--- src/mbs_pkg.sv ---
// Shared types, codes and constants of the multipart boundary splitter.
package mbs_pkg;

	localparam int MAX_BOUNDARY_DEF = 62;

	localparam logic [1:0] ACT_LOAD   = 2'd0;
	localparam logic [1:0] ACT_STREAM = 2'd1;
	localparam logic [1:0] ACT_EOS    = 2'd2;

	localparam logic [1:0] KIND_DATA        = 2'd0;
	localparam logic [1:0] KIND_BOUNDARY    = 2'd1;
	localparam logic [1:0] KIND_NO_BOUNDARY = 2'd2;

	localparam logic [7:0] CHAR_DASH = 8'h2D;
	localparam logic [7:0] CHAR_CR   = 8'h0D;
	localparam logic [7:0] CHAR_LF   = 8'h0A;

	localparam logic [5:0] LENGTH_RESET = 6'd1;

	typedef struct packed {
		logic [1:0] action;
		logic [7:0] in_byte;
		logic [5:0] pattern_index;
	} item_t;

	typedef struct packed {
		logic [1:0] kind;
		logic [7:0] out_byte;
		logic       last;
	} result_t;

	typedef enum logic [2:0] {
		ST_IDLE,
		ST_EXEC,
		ST_DRAIN_RD,
		ST_DRAIN_PUSH,
		ST_EOS_HELD,
		ST_EOS_RD,
		ST_EOS_CAP,
		ST_EOS_END
	} ctrl_state_t;

	typedef struct packed {
		logic load_item;
		logic pat_write;
		logic capture;
		logic mismatch_start;
		logic match_done;
		logic push;
		logic push_cap;
		logic push_last;
		logic k_clr;
		logic k_inc;
		logic cap_rd;
		logic drain_end;
		logic eos_held_emit;
		logic eos_cap_emit;
		logic eos_end;
	} cmd_t;

	typedef struct packed {
		logic [1:0] action;
		logic       cap_path;
		logic       finish;
		logic       mismatch_next;
		logic       held_full;
		logic       held_empty;
		logic       out_free;
		logic       k_last;
		logic       cap_active;
	} stat_t;

endpackage

--- src/multipart_boundary_splitter.sv ---
// Multipart boundary splitter top level: controller, datapath and checks.
// Each request is taken in IDLE and carried out in EXEC; a data or boundary result is then registered.
// A pattern load or idle action gives no result.
// A mismatched capture drains one captured byte per DRAIN_RD and DRAIN_PUSH pass (capture memory read port).
// End of stream: held bytes are emitted, then captured bytes, then a no-boundary marker.
// Asynchronous active-low reset clears control state; the memories need no clearing pass.
module multipart_boundary_splitter import mbs_pkg::*; #(
	parameter int MAX_BOUNDARY = MAX_BOUNDARY_DEF
) (
	input  logic       clk,
	input  logic       arst_n,
	input  logic       item_valid,
	output logic       item_ready,
	input  item_t      item,
	output logic       result_valid,
	input  logic       result_ready,
	output result_t    result,
	input  logic       cfg_we,
	input  logic [5:0] cfg_wdata
);

	cmd_t  cmd;
	stat_t stat;

	mbs_ctrl u_ctrl (
		.clk        (clk),
		.arst_n     (arst_n),
		.item_valid (item_valid),
		.item_ready (item_ready),
		.stat       (stat),
		.cmd        (cmd)
	);

	mbs_datapath #(
		.MAX_BOUNDARY (MAX_BOUNDARY)
	) u_dp (
		.clk          (clk),
		.arst_n       (arst_n),
		.item         (item),
		.result       (result),
		.result_valid (result_valid),
		.result_ready (result_ready),
		.cfg_we       (cfg_we),
		.cfg_wdata    (cfg_wdata),
		.cmd          (cmd),
		.stat         (stat)
	);

	a_emit_needs_room: assert property (@(posedge clk) disable iff (!arst_n)
		!stat.out_free |-> !(cmd.match_done || cmd.eos_held_emit || cmd.eos_cap_emit ||
			cmd.eos_end || (cmd.push && stat.held_full)))
		else $error("result register overwritten");

	a_idle_no_work: assert property (@(posedge clk) disable iff (!arst_n)
		item_ready |-> !(cmd.push || cmd.capture || cmd.cap_rd || cmd.pat_write))
		else $error("datapath busy while taking a request");

	a_eos_clears: assert property (@(posedge clk) disable iff (!arst_n)
		cmd.eos_end |=> stat.held_empty && !stat.cap_active)
		else $error("stream state not cleared at end of stream");

	a_match_result: assert property (@(posedge clk) disable iff (!arst_n)
		cmd.match_done |=> result_valid && result.last && result.kind == KIND_BOUNDARY)
		else $error("boundary marker missing after match");

endmodule

--- src/mbs_ctrl.sv ---
// Controller state machine of the multipart boundary splitter.
module mbs_ctrl import mbs_pkg::*; (
	input  logic  clk,
	input  logic  arst_n,
	input  logic  item_valid,
	output logic  item_ready,
	input  stat_t stat,
	output cmd_t  cmd
);

	ctrl_state_t state_q, state_d;

	always_ff @(posedge clk or negedge arst_n) begin
		if (!arst_n) begin
			state_q <= ST_IDLE;
		end else begin
			state_q <= state_d;
		end
	end

	always_comb begin
		state_d = state_q;
		case (state_q)
			ST_IDLE: begin
				if (item_valid) state_d = ST_EXEC;
			end
			ST_EXEC: begin
				case (stat.action)
					ACT_LOAD: state_d = ST_IDLE;
					ACT_STREAM: begin
						if (stat.cap_path) begin
							if (!stat.finish) state_d = ST_IDLE;
							else if (!stat.mismatch_next) begin
								if (stat.out_free) state_d = ST_IDLE;
							end else state_d = ST_DRAIN_RD;
						end else if (!stat.held_full || stat.out_free) begin
							state_d = ST_IDLE;
						end
					end
					ACT_EOS: state_d = ST_EOS_HELD;
					default: state_d = ST_IDLE;
				endcase
			end
			ST_DRAIN_RD: state_d = ST_DRAIN_PUSH;
			ST_DRAIN_PUSH: begin
				if (!stat.held_full || stat.out_free) begin
					state_d = stat.k_last ? ST_IDLE : ST_DRAIN_RD;
				end
			end
			ST_EOS_HELD: begin
				if (stat.held_empty) state_d = stat.cap_active ? ST_EOS_RD : ST_EOS_END;
			end
			ST_EOS_RD: state_d = ST_EOS_CAP;
			ST_EOS_CAP: begin
				if (stat.out_free) state_d = stat.k_last ? ST_EOS_END : ST_EOS_RD;
			end
			ST_EOS_END: begin
				if (stat.out_free) state_d = ST_IDLE;
			end
			default: state_d = ST_IDLE;
		endcase
	end

	always_comb begin
		cmd = '0;
		item_ready = 1'b0;
		case (state_q)
			ST_IDLE: begin
				item_ready = 1'b1;
				cmd.load_item = item_valid;
			end
			ST_EXEC: begin
				case (stat.action)
					ACT_LOAD: cmd.pat_write = 1'b1;
					ACT_STREAM: begin
						if (stat.cap_path) begin
							if (!stat.finish) cmd.capture = 1'b1;
							else if (!stat.mismatch_next) cmd.match_done = stat.out_free;
							else begin
								cmd.capture = 1'b1;
								cmd.mismatch_start = 1'b1;
								cmd.k_clr = 1'b1;
							end
						end else if (!stat.held_full || stat.out_free) begin
							cmd.push = 1'b1;
							cmd.push_last = 1'b1;
						end
					end
					default: cmd = '0;
				endcase
			end
			ST_DRAIN_RD: cmd.cap_rd = 1'b1;
			ST_DRAIN_PUSH: begin
				if (!stat.held_full || stat.out_free) begin
					cmd.push = 1'b1;
					cmd.push_cap = 1'b1;
					cmd.push_last = stat.k_last;
					cmd.drain_end = stat.k_last;
					cmd.k_inc = !stat.k_last;
				end
			end
			ST_EOS_HELD: begin
				if (stat.held_empty) cmd.k_clr = 1'b1;
				else cmd.eos_held_emit = stat.out_free;
			end
			ST_EOS_RD: cmd.cap_rd = 1'b1;
			ST_EOS_CAP: begin
				if (stat.out_free) begin
					cmd.eos_cap_emit = 1'b1;
					cmd.k_inc = !stat.k_last;
				end
			end
			ST_EOS_END: cmd.eos_end = stat.out_free;
			default: cmd = '0;
		endcase
	end

endmodule

--- src/mbs_datapath.sv ---
// Datapath: pattern and capture memories, two-byte delay, counters and result register.
module mbs_datapath import mbs_pkg::*; #(
	parameter int MAX_BOUNDARY = MAX_BOUNDARY_DEF
) (
	input  logic       clk,
	input  logic       arst_n,
	input  item_t      item,
	output result_t    result,
	output logic       result_valid,
	input  logic       result_ready,
	input  logic       cfg_we,
	input  logic [5:0] cfg_wdata,
	input  cmd_t       cmd,
	output stat_t      stat
);

	localparam int IDX_W = $clog2(MAX_BOUNDARY);
	localparam int CNT_W = $clog2(MAX_BOUNDARY + 1);

	logic [7:0] pat_mem [MAX_BOUNDARY];
	logic [7:0] cap_mem [MAX_BOUNDARY];

	item_t            item_q;
	logic [7:0]       pat_rdata_q;
	logic [7:0]       cap_rdata_q;
	logic [7:0]       held0_q, held1_q;
	logic [1:0]       hc_q;
	logic [CNT_W-1:0] cnt_q;
	logic [IDX_W-1:0] k_q;
	logic             active_q;
	logic             mis_q;
	logic [7:0]       prev_q;
	logic [5:0]       len_q;
	result_t          out_q;
	logic             out_valid_q;

	logic [5:0]       len_clamp;
	logic [CNT_W-1:0] eff_len;
	logic [7:0]       push_src;
	logic             emit;
	result_t          emit_d;

	always_comb begin
		if (len_q == 6'd0) len_clamp = 6'd1;
		else if (len_q > 6'(MAX_BOUNDARY)) len_clamp = 6'(MAX_BOUNDARY);
		else len_clamp = len_q;
	end
	assign eff_len = CNT_W'(len_clamp);

	assign push_src = cmd.push_cap ? cap_rdata_q : item_q.in_byte;

	always_comb begin
		stat.action        = item_q.action;
		stat.cap_path      = active_q || (item_q.in_byte == CHAR_DASH &&
			(prev_q == CHAR_CR || prev_q == CHAR_LF));
		stat.finish        = ({1'b0, cnt_q} + (CNT_W + 1)'(1)) >= {1'b0, eff_len};
		stat.mismatch_next = mis_q || (pat_rdata_q != item_q.in_byte);
		stat.held_full     = (hc_q == 2'd2);
		stat.held_empty    = (hc_q == 2'd0);
		stat.out_free      = !out_valid_q || result_ready;
		stat.k_last        = (CNT_W'(k_q) + CNT_W'(1)) == cnt_q;
		stat.cap_active    = active_q;
	end

	always_comb begin
		emit = 1'b0;
		emit_d = '0;
		if (cmd.push && hc_q == 2'd2) begin
			emit = 1'b1;
			emit_d = '{kind: KIND_DATA, out_byte: held0_q, last: cmd.push_last};
		end
		if (cmd.match_done) begin
			emit = 1'b1;
			emit_d = '{kind: KIND_BOUNDARY, out_byte: 8'd0, last: 1'b1};
		end
		if (cmd.eos_held_emit) begin
			emit = 1'b1;
			emit_d = '{kind: KIND_DATA, out_byte: held0_q, last: 1'b0};
		end
		if (cmd.eos_cap_emit) begin
			emit = 1'b1;
			emit_d = '{kind: KIND_DATA, out_byte: cap_rdata_q, last: 1'b0};
		end
		if (cmd.eos_end) begin
			emit = 1'b1;
			emit_d = '{kind: KIND_NO_BOUNDARY, out_byte: 8'd0, last: 1'b1};
		end
	end

	always_ff @(posedge clk) begin
		if (cmd.pat_write && item_q.pattern_index < 6'(MAX_BOUNDARY)) begin
			pat_mem[item_q.pattern_index[IDX_W-1:0]] <= item_q.in_byte;
		end
		if (cmd.load_item) pat_rdata_q <= pat_mem[cnt_q[IDX_W-1:0]];
	end

	always_ff @(posedge clk) begin
		if (cmd.capture) cap_mem[cnt_q[IDX_W-1:0]] <= item_q.in_byte;
		if (cmd.cap_rd) cap_rdata_q <= cap_mem[k_q];
	end

	always_ff @(posedge clk) begin
		if (cmd.load_item) item_q <= item;
		if (cmd.push) begin
			case (hc_q)
				2'd0: held0_q <= push_src;
				2'd1: held1_q <= push_src;
				default: begin
					held0_q <= held1_q;
					held1_q <= push_src;
				end
			endcase
		end
		if (cmd.eos_held_emit) held0_q <= held1_q;
		if (emit) out_q <= emit_d;
	end

	always_ff @(posedge clk or negedge arst_n) begin
		if (!arst_n) begin
			hc_q        <= 2'd0;
			cnt_q       <= '0;
			k_q         <= '0;
			active_q    <= 1'b0;
			mis_q       <= 1'b0;
			prev_q      <= 8'd0;
			len_q       <= LENGTH_RESET;
			out_valid_q <= 1'b0;
		end else begin
			if (cfg_we) len_q <= cfg_wdata;
			if (cmd.capture) begin
				cnt_q <= cnt_q + CNT_W'(1);
				if (cmd.mismatch_start) begin
					active_q <= 1'b0;
					mis_q    <= 1'b0;
					prev_q   <= CHAR_DASH;
				end else begin
					mis_q    <= stat.mismatch_next;
					active_q <= 1'b1;
					prev_q   <= item_q.in_byte;
				end
			end
			if (cmd.push) begin
				if (hc_q != 2'd2) hc_q <= hc_q + 2'd1;
				if (!cmd.push_cap) prev_q <= item_q.in_byte;
			end
			if (cmd.eos_held_emit) hc_q <= hc_q - 2'd1;
			if (cmd.drain_end) cnt_q <= '0;
			if (cmd.match_done || cmd.eos_end) begin
				hc_q     <= 2'd0;
				cnt_q    <= '0;
				active_q <= 1'b0;
				mis_q    <= 1'b0;
				prev_q   <= 8'd0;
			end
			if (cmd.k_clr) k_q <= '0;
			else if (cmd.k_inc) k_q <= k_q + IDX_W'(1);
			if (emit) out_valid_q <= 1'b1;
			else if (result_ready) out_valid_q <= 1'b0;
		end
	end

	assign result       = out_q;
	assign result_valid = out_valid_q;

endmodule
--- config.mk ---
export PLATFORM = sky130hd
export DESIGN_NAME = multipart_boundary_splitter
export DESIGN_NICKNAME = d
export VERILOG_FILES = /design/src/mbs_pkg.sv /design/src/multipart_boundary_splitter.sv /design/src/mbs_ctrl.sv /design/src/mbs_datapath.sv
export SDC_FILE = /design/constraint.sdc
export NUM_CORES = 1
export LEC_CHECK = 0
export BUFFER_PORTS_ARGS = -buffer_cell sky130_fd_sc_hd__buf_2
export CAP_MARGIN = 20
export CORE_UTILIZATION = 61
export CTS_CLUSTER_DIAMETER = 200
export DETAILED_ROUTE_END_ITERATION = 6
export PLACE_DENSITY = 0.77
export SYNTH_ARGS = -nofsm -noshare
export SYNTH_HDL_FRONTEND = slang
export SYNTH_SLANG_ARGS = --single-unit
--- constraint.sdc ---
create_clock -name clk -period 4.64 [get_ports clk]
set_input_delay 0.464 -clock clk [delete_from_list [all_inputs] [get_ports clk]]
set_output_delay 0.464 -clock clk [all_outputs]
set_load 0.005 [all_outputs]
==> impl_metrics.ini <==
[worst_setup_path]
cp_top_family = simple AND/OR/NAND/NOR gates
crit_chain = buf_4, nor2b_1, or2_2, ha_1, o2111ai_1, o21ai_1, a211oi_4, nand2_1, nor2_1
endpoint_kind = register
slowest_stage = nor2_1
required_ns = 4.93
critical-path-max-stage-delay_ns = 0.75
crit_buf_inv = 1
arrival_ns = 4.70
critPathKind = reg -> reg
crit_fanout = 39
worstSetupStartpointType = register

[clock_network]
cts_tree = done
cts_buffers = 102
clk_path_buf_depth = 3
post_cts_buffers = 0
root_buffer = clkbuf_16
clk_latency_ns = 0.67
clk_pin_slew_ns = 0.06
cts.sinks = 1085
cts_max_level = 3

[route]
remaining_drc_errors = 10
drtAntennaViolNets = 0
post_drt_via_cell_ratio = 6.92
dr.pass1.iters = 7
first_iter_violations = 3711
wirelength_mm = 108
vias = 23500
avgRoutedWirePerCell_um = 32.0

[logic_synthesis]
synth_area_sq_um = 43100
ys_seq_area_frac = 0.752
synth_compound_area_frac = 0.0527
synthSimpleGateAreaFrac = 0.0419
yosys.cell_types.count = 80
synth_top_family_by_area = multiplexers
synthesis.nets = 2314
netlist.area_leader.share = 0.732
syn_avg_cell_area_sq_um = 19.0
yosys.area_share.adder = 0.00407
synth_edf_count = 1051
synth.ff_latch_count = 1085
synth_warnings = 0
yosysTopAreaCell = edfxtp_1
muxShareOfSynthArea = 0.130
synth_area_leaders = edfxtp_1, mux4_2, dfrtp_1
synth_xor_area_frac = 0.00386
ys.flop_type = edfxtp_1
synthCells = 2273
async_flop_share = 0.0313

[global_route]
grt_pass1_vias = 23300
grtUsageMet3 = 0.0626
overflow = 0
grt.met2_usage = 0.482
grt_pass1_wl_mm = 158
antenna_found_initial = 2
grt_max_degree = 100
grt_usage = 0.308
grtUsageMet1 = 0.420
grt-busiest-layer = met2

[placed_design]
place_congestion = 0.886
port_buffers = 39
postPlaceCellArea_sq_um = 44400
dp.final_hpwl_mm = 62.6
placed_cells = 3176

[layout]
final_layout_size_suffix_gt1_frac = 0.229
areaGrowthSynthToFinish_pct = 11.2
fill_cells = 4250
utilization = 0.686
nets = 2403
final_cell_count_no_fill = 3388
fin_area_sq_um = 47900

[timing]
setup_viol_count_final = 0
fin_crit_sh = 0.949
relSlewSlack = 0.231
drv_slew = 0
min_period_ns = 4.40
worst_slew_pin_slew_ns = 1.15
finalSetupTns_ns = 0
fin_skew_ns = 0.0232
rsz0062_at_grt = false
final_hold_viol_count = 0
max_freq_mhz = 227

[die]
coreArea_sq_um = 69900
core.rowCount = 97
ios = 40
start_util = 0.616
die_w_um = 268
die_height_um = 268
die_area_sq_um = 71700

[pwr]
powerDensity_nw_per_um2 = 509
p_clk_frac = 0.338
p_sw_frac = 0.265
p_sw_mw = 6.46
ir_worst_vdd_uv = 384
seqPwrFrac = 0.477
p_int_mw = 17.9
combPwrFrac = 0.185
leakage_nw = 15.1

[outcome]
status = finished, violations left
violations = design-rule violations

[hold_path]
hold_class = in -> reg

[job]
maxCapViolations = 0
power groups by stage:
| stage | Clock (mW) | Combinational, mW | Sequential [mW] |
|---|---|---|---|
| finish | 8.24 | 4.51 | 11.6 |
| floorplan | 0 | 2.97 | 11.9 |
| global placement | 0 | 4.19 | 11.9 |
| global route | 8.64 | 4.74 | 11.6 |
| CTS | 8.27 | 4.34 | 11.7 |
| detailed placement | 0 | 4.28 | 11.9 |
layout by cell type (no fill, tap or decap), types with 14 or more instances in the layout:
cell type         n
a21oi_1          38
a221o_1          14
a221oi_1         66
a22oi_1          34
buf_2            40
buf_4            56
clkbuf_1         19
clkbuf_16       106
clkinv_2         19
dfrtp_1          28
dlygate4sd3_1    17
edfxtp_1       1051
ha_1             14
inv_1            16
mux2_2           70
mux2i_1          38
mux4_2          196
nand2_1          83
nand3_1          37
nor2_1          174
o21ai_0          50
o22ai_1          24
repair_timing:
action | in CTS | in global routing
setup endpoints to repair | 0 | 8
endpoints found under the hold margin | 49 | 0
gates resized for setup | 0 | 1
hold buffers | 17 | 0
per-layer routing:
layer | part of all wire | up-vias
met5 | 0.00013 | -
met4 | 0.053 | 2
met3 | 0.11 | 342
met2 | 0.48 | 1708
met1 | 0.36 | 11900
li1 | - | 9494
cell families (layout without fill, tap and decap cells):
family	count (synthesis)	after routing
other	0	1
xor gates and xnor gates	19	19
AOI/OAI and AO/OA	307	307
adders and majority gates	14	14
and+or+nand+nor	391	391
buffers and inverters	153	327
muxes	304	304
DFF	1085	1085
path summary, 6_finish.rpt:
path,startpoint,endpoint,slack (ns),depth (start not counted)
worst max-delay path,u_dp.cnt_q[2],u_dp.cap_mem[56][2],0.24,9
worst min-delay path,cfg_wdata[2],u_dp.len_q[2],0.06,3
worst max register to register,u_dp.cnt_q[2],u_dp.cap_mem[56][2],0.24,9
worst min register to register,u_dp.held1_q[5],u_dp.held0_q[5],0.56,1
max in group asynchronous,arst_n,u_dp.cnt_q[0],3.59,2
min in group asynchronous,arst_n,u_ctrl.state_q[0],0.43,2
flip-flops by register name (all words and copies together) (netlist names):
| name | cells |
|---|---|
| u_dp.held1_q | 8 |
| u_dp.cap_rdata_q | 8 |
| u_dp.active_q | 1 |
| u_dp.pat_mem | 496 |
| u_dp.cnt_q | 6 |
| u_dp.k_q | 6 |
| u_dp.len_q | 6 |
| u_dp.result | 11 |
| u_dp.item_q | 14 |
| u_dp.result_valid | 1 |
| u_dp.stat | 2 |
| u_ctrl.state_q | 3 |
| u_dp.pat_rdata_q | 8 |
| u_dp.mis_q | 1 |
| u_dp.hc_q | 2 |
| u_dp.prev_q | 8 |
| u_dp.cap_mem | 496 |
| u_dp.held0_q | 8 |
stage by stage:
stage | hold slack (ns) | power (mW) | worst slack, ns
after floorplan | 0.168 | 14.8 | 0.632
after global placement | 0.533 | 16.1 | 0.457
after detailed placement | 0.543 | 16.2 | 0.231
after CTS | 0.0377 | 24.3 | 0.240
after global routing | 0.0436 | 25.0 | 0.0241
final | 0.0578 | 24.4 | 0.238
synthesized netlist by cell type, types with 33 or more instances:
| master | number |
|---|---|
| edfxtp_1 | 1051 |
| mux4_2 | 196 |
| nor2_1 | 176 |
| nand2_1 | 83 |
| mux2_2 | 70 |
| a221oi_1 | 66 |
| clkbuf_1 | 63 |
| o21ai_0 | 50 |
| buf_2 | 43 |
| a21oi_1 | 38 |
| mux2i_1 | 38 |
| nand3_1 | 37 |
| a22oi_1 | 34 |
| dfrtp_1 | 33 |
cell type report:
| cell class | instances | area, sq um | share of cell area |
|---|---|---|---|
| flip-flops and latches | 1085 | 32400 | 0.677 |
| repair buffers | 120 | 932 | 0.0194 |
| diodes | 1 | 2.50 | 0.0000522 |
| multi-input cells | 1035 | 10000 | 0.209 |
| clock inverters | 62 | 548 | 0.0114 |
| inverters | 18 | 67.6 | 0.00141 |
| well taps | 940 | 1180 | 0.0245 |
| clock buffers | 127 | 2750 | 0.0574 |
worst reg2reg max path, delay by kind of cell, from the launching register on:
family,cells,cell delay (ns)
AO/OA/AOI/OAI,3,0.99
adder cells (fa/ha/maj),1,0.29
buffers and inverters,1,0.45
flip-flops,1,0.45
AND/OR/NAND/NOR,4,1.87
Power figures use the tool's default switching activity.
